==> src/rtl/core/sra_ram.sv <==
// Generic simple dual-port RAM with one write port and a registered read port.
module sra_ram #(
    parameter int WIDTH = 8,
    parameter int DEPTH = 16
) (
    input  logic                     clk,
    input  logic                     we,
    input  logic [$clog2(DEPTH)-1:0] waddr,
    input  logic [WIDTH-1:0]         wdata,
    input  logic [$clog2(DEPTH)-1:0] raddr,
    output logic [WIDTH-1:0]         rdata
);

    logic [WIDTH-1:0] mem_reg [DEPTH];
    logic [WIDTH-1:0] rdata_reg;

    always_ff @(posedge clk)
    begin
        if (we)
        begin
            mem_reg[waddr] <= wdata;
        end
        rdata_reg <= mem_reg[raddr];
    end

    assign rdata = rdata_reg;

endmodule

==> config.mk <==
export PLATFORM = sky130hd
export DESIGN_NAME = sra_ram
export DESIGN_NICKNAME = d
export VERILOG_FILES = /design/src/rtl/core/sra_ram.sv
export SDC_FILE = /design/constraint.sdc
export NUM_CORES = 1
export LEC_CHECK = 0
export BUFFER_PORTS_ARGS = -buffer_cell sky130_fd_sc_hd__buf_2
export CAP_MARGIN = 10
export CORE_MARGIN = 5
export CORE_UTILIZATION = 50
export CTS_CLUSTER_SIZE = 20
export DETAILED_ROUTE_END_ITERATION = 8
export PLACE_DENSITY = 0.65
export SYNTH_ARGS = -nofsm -noshare
export SYNTH_HDL_FRONTEND = slang
export SYNTH_SLANG_ARGS = --single-unit
export TNS_END_PERCENT = 1
==> constraint.sdc <==
create_clock -name clk -period 4.3 [get_ports clk]
set_input_delay 0.645 -clock clk [delete_from_list [all_inputs] [get_ports clk]]
set_output_delay 0.645 -clock clk [all_outputs]
set_load 0.01 [all_outputs]
==> flow_summary.rst <==
.. list-table::
   :header-rows: 1

   * - Metric
     - Value
   * - Number of distinct standard cells referenced by the synthesized netlist
     - 19
   * - Via count normalized by instance count
     - 5.603
   * - Critical path, cell by cell
     - buf_2, buf_4, mux4_1, a22oi_1, nand2_1
   * - Slowest CP cell
     - sky130_fd_sc_hd__buf_2
   * - Cell family with most CP delay
     - buffers and inverters
   * - Status
     - completed
   * - Rel. slew slack
     - 35.27%
   * - Element type at the critical path start
     - input pin
   * - Die ar.
     - 0.01242 sq mm
   * - Total of warnings raised by yosys
     - 0
   * - Number of design-rule violations left by the first detailed-router iteration
     - 155
   * - Starting density of the core
     - 50.54%
   * - CTS tree
     - done
   * - Hold-fix buffers at CTS
     - 0
   * - Global Route Usage Sum
     - 16.49%
   * - Transition time of the tightest slew-check pin
     - 967.3 ps
   * - Worst min-delay path class
     - input pin to flop
   * - Ant. Diodes
     - 0
   * - Largest stage delay, worst path
     - 610 ps
   * - P per Cell Area
     - 501.1 mW/mm^2
   * - Post-Syn Instances
     - 229
   * - Std cell rows
     - 37
   * - Floorplan die width
     - 111.5 um
   * - Number of clock sinks
     - 136
   * - Simple-gate share of the synthesized area
     - 3.184%
   * - Net count, final
     - 285
   * - Clock tree buffer depth
     - 2
   * - Number of global-route vias before repair
     - 2,431
   * - Min Hold Slack
     - 512.1 ps
   * - Start of the worst register-to-register path
     - mem_reg[1][5]$_DFFE_PP_
   * - Nets in the synthesized netlist
     - 247
   * - Crit Reg-Reg Endpoint
     - rdata[5]$_DFF_P_
   * - PostCTS Resize Cnt
     - 0
   * - Hold path startpoint
     - wdata[4]
   * - Sequential fraction of the synthesis area
     - 77.78%
   * - Number of antenna violations at the first check in global routing
     - 0
   * - Placement-stage cell area
     - 0.005384 sq mm
   * - Sum of overflow across all layers after global routing
     - 0
   * - Number of fillers in the final layout
     - 745
   * - Adder and majority cell fraction of the synthesized area
     - 0%
   * - Worst-skew pair later-pin latency
     - 520 ps
   * - DR pass1 iterations
     - 5
   * - Mapped Area
     - 0.005147 sq mm
   * - Final Skew
     - 7.420 ps
   * - Max-Cap Viols
     - 0
   * - Routed wire length
     - 9442 um
   * - Required time of the critical path
     - 4700 ps
   * - Root buf cell
     - sky130_fd_sc_hd__clkbuf_8
   * - Min Tclk post-route
     - 2017 ps
   * - Post-route insts no fill
     - 416
   * - Top-Level Pins
     - 26
   * - Hold violation count in the final report
     - 0
   * - Combinational family with the most area after synthesis
     - multiplexers
   * - Synth-to-Final Area Change
     - 15.48%
   * - Aggregate negative setup slack
     - 0 ps
   * - Total leakage power
     - 1.987 nW
   * - Share of post-route cells with drive strength above 1
     - 26.07%
   * - Clock slew at reported path FFs
     - 60 ps
   * - Critical path start-end classification
     - input pin to flop
   * - Signal arrival time at the worst endpoint
     - 2420 ps
   * - Xor/xnor cell area share of the yosys netlist
     - 0%
   * - Floorplan die height
     - 111.5 um
   * - Standard cell core area
     - 0.01018 sq mm
   * - Final setup violation count
     - 0
   * - RSZ-0062 raised after global routing
     - false
   * - Avg Synthesized Cell Area
     - 22.48 sq um
   * - Via total after detailed routing
     - 2,331
   * - Half-perimeter wire length after placement
     - 5769 um
   * - Wirelength per Cell
     - 22.70 um
   * - Count of port buffers added during placement
     - 25
   * - Design area
     - 0.005944 sq mm
   * - Crit path capture type
     - flop
   * - Remaining antenna violation count after routing
     - 0
   * - Post-route fraction of the period consumed by the critical path
     - 46.91%
   * - Worst-case vdd ir drop
     - 242.3 uV
   * - Multiplexer area fraction after synthesis
     - 15.02%
   * - Crit path depth
     - 5
   * - End point of the worst hold path
     - mem_reg[9][4]$_DFFE_PP_
   * - H-Tree Depth
     - 4
   * - Number of remaining DRC errors
     - 0
   * - Number of slew-limit violations in the final report
     - 0
   * - Maximum number of pins on one net before global-route repair
     - 33
   * - Max FFs per register
     - 128
   * - Depth of the worst register-to-register path
     - 3
   * - Global placement routability congestion
     - 0.7303
   * - F_max
     - 0.4958 GHz
   * - Num CTS Buffers
     - 17
   * - Placed cell count
     - 383
   * - First-pass GRT wire length
     - 14,670 um
   * - Setup slack of the most critical reg-to-reg path
     - 2930 ps
   * - Post-CTS Setup Repair Bufs
     - 0
   * - Number of buffer and inverter instances along the worst setup path
     - 2
   * - Instance count along the most critical hold path
     - 1
   * - Share of the synthesized area in compound gates (AO/OA/AOI/OAI)
     - 2.333%
   * - Number of synthesized register bits
     - 136
   * - Largest driver fanout on the critical path
     - 25
## report_power, final
group / switching [mW] / internal, mW / total (mW)
Combinational: 0.0773 / 0.0537 / 0.131
Sequential: 0.00699 / 1.48 / 1.49
Clock: 0.488 / 0.870 / 1.36
## synthesized netlist by cell type
cell | n | area (sq um)
sky130_fd_sc_hd__a22oi_1 | 16 | 120.1
sky130_fd_sc_hd__or3b_2 | 1 | 8.760
sky130_fd_sc_hd__nand2_1 | 9 | 33.78
sky130_fd_sc_hd__mux4_2 | 18 | 405.4
sky130_fd_sc_hd__buf_2 | 3 | 15.01
sky130_fd_sc_hd__buf_4 | 1 | 7.510
sky130_fd_sc_hd__mux4_1 | 14 | 367.9
sky130_fd_sc_hd__nor2_1 | 13 | 48.80
sky130_fd_sc_hd__nor2b_1 | 1 | 6.260
sky130_fd_sc_hd__buf_6 | 3 | 33.78
sky130_fd_sc_hd__nor3_1 | 4 | 20.02
sky130_fd_sc_hd__and2_1 | 1 | 6.260
sky130_fd_sc_hd__and2b_1 | 1 | 7.510
sky130_fd_sc_hd__clkdlybuf4s25_2 | 3 | 30.03
sky130_fd_sc_hd__nand3b_1 | 2 | 15.01
sky130_fd_sc_hd__nand2b_1 | 2 | 12.51
sky130_fd_sc_hd__nand3_1 | 1 | 5.000
sky130_fd_sc_hd__edfxtp_1 | 128 | 3844
sky130_fd_sc_hd__dfxtp_1 | 8 | 160.2
## layout make-up
class | instances | area (sq um) | share of cell area [%]
repair buffers | 29 | 152.6 | 2.568
clock inverters | 4 | 70.07 | 1.179
clock buffers | 28 | 485.5 | 8.167
flip-flops and latches | 136 | 4004 | 67.35
multi-input cells | 83 | 1062 | 17.87
well taps | 136 | 170.2 | 2.863
## kinds of logic (layout without fill, tap and decap cells)
group / after synthesis / in the layout
and+or+nand+nor: 35 / 35
muxes: 32 / 32
DFF: 136 / 136
AOI/OAI and AO/OA: 16 / 16
buffers and inverters: 10 / 61
## cell usage in the layout, fill, tap and decap left out
cell                          n
sky130_fd_sc_hd__clkbuf_1     8
sky130_fd_sc_hd__clkbuf_16   16
sky130_fd_sc_hd__bufinv_16    2
sky130_fd_sc_hd__buf_2       26
sky130_fd_sc_hd__a22oi_1     16
sky130_fd_sc_hd__nor2b_1      1
sky130_fd_sc_hd__and2b_1      1
sky130_fd_sc_hd__nand3b_1     2
sky130_fd_sc_hd__mux4_1      14
sky130_fd_sc_hd__nand2_1      9
sky130_fd_sc_hd__nand2b_1     2
sky130_fd_sc_hd__edfxtp_1   128
sky130_fd_sc_hd__nor2_1      13
sky130_fd_sc_hd__dfxtp_1      8
sky130_fd_sc_hd__clkbuf_8     4
sky130_fd_sc_hd__nor3_1       3
sky130_fd_sc_hd__and2_1       1
sky130_fd_sc_hd__buf_4        3
sky130_fd_sc_hd__mux4_2      18
sky130_fd_sc_hd__clkinv_2     2
sky130_fd_sc_hd__nor3_2       1
sky130_fd_sc_hd__nand3_1      1
sky130_fd_sc_hd__or3b_2       1
## worst max-delay path by stage
| stage | end | startpoint | slack, ps |
|---|---|---|---|
| 2_1_floorplan | mem_reg[0][0]$_DFFE_PP_ | waddr[2] | 2160 |
| 4_1_cts | mem_reg[0][0]$_DFFE_PP_ | waddr[2] | 2220 |
| 3_5_place_dp | mem_reg[0][4]$_DFFE_PP_ | waddr[2] | 1630 |
| 3_3_place_gp | mem_reg[0][4]$_DFFE_PP_ | waddr[2] | 1660 |
| 6_report | rdata[1]$_DFF_P_ | raddr[0] | 2280 |
| 5_1_grt | rdata[3]$_DFF_P_ | raddr[0] | 2060 |
## through the flow
step / setup WS, ps / power (mW) / util (%)
3_5_place_dp: 1628 / 1.650 / 52.86
2_1_floorplan: 2162 / 1.595 / -
4_1_cts: 2216 / 3.001 / 58.32
6_report: 2283 / 2.979 / 58.37
3_3_place_gp: 1665 / 1.646 / 52.86
5_1_grt: 2063 / 3.082 / 58.37
## routing by layer
layer  share of wire [%]  vias to the layer above  global-route usage (%)
met5                   0                        -                       0
met4                 1.9                        0                   7.299
met3                 7.3                       19                   4.783
met2                  48                       98                   24.25
met1                  43                     1161                   23.17
li1                    -                     1053                       -
No activity file was read; power rests on OpenSTA's default activity.
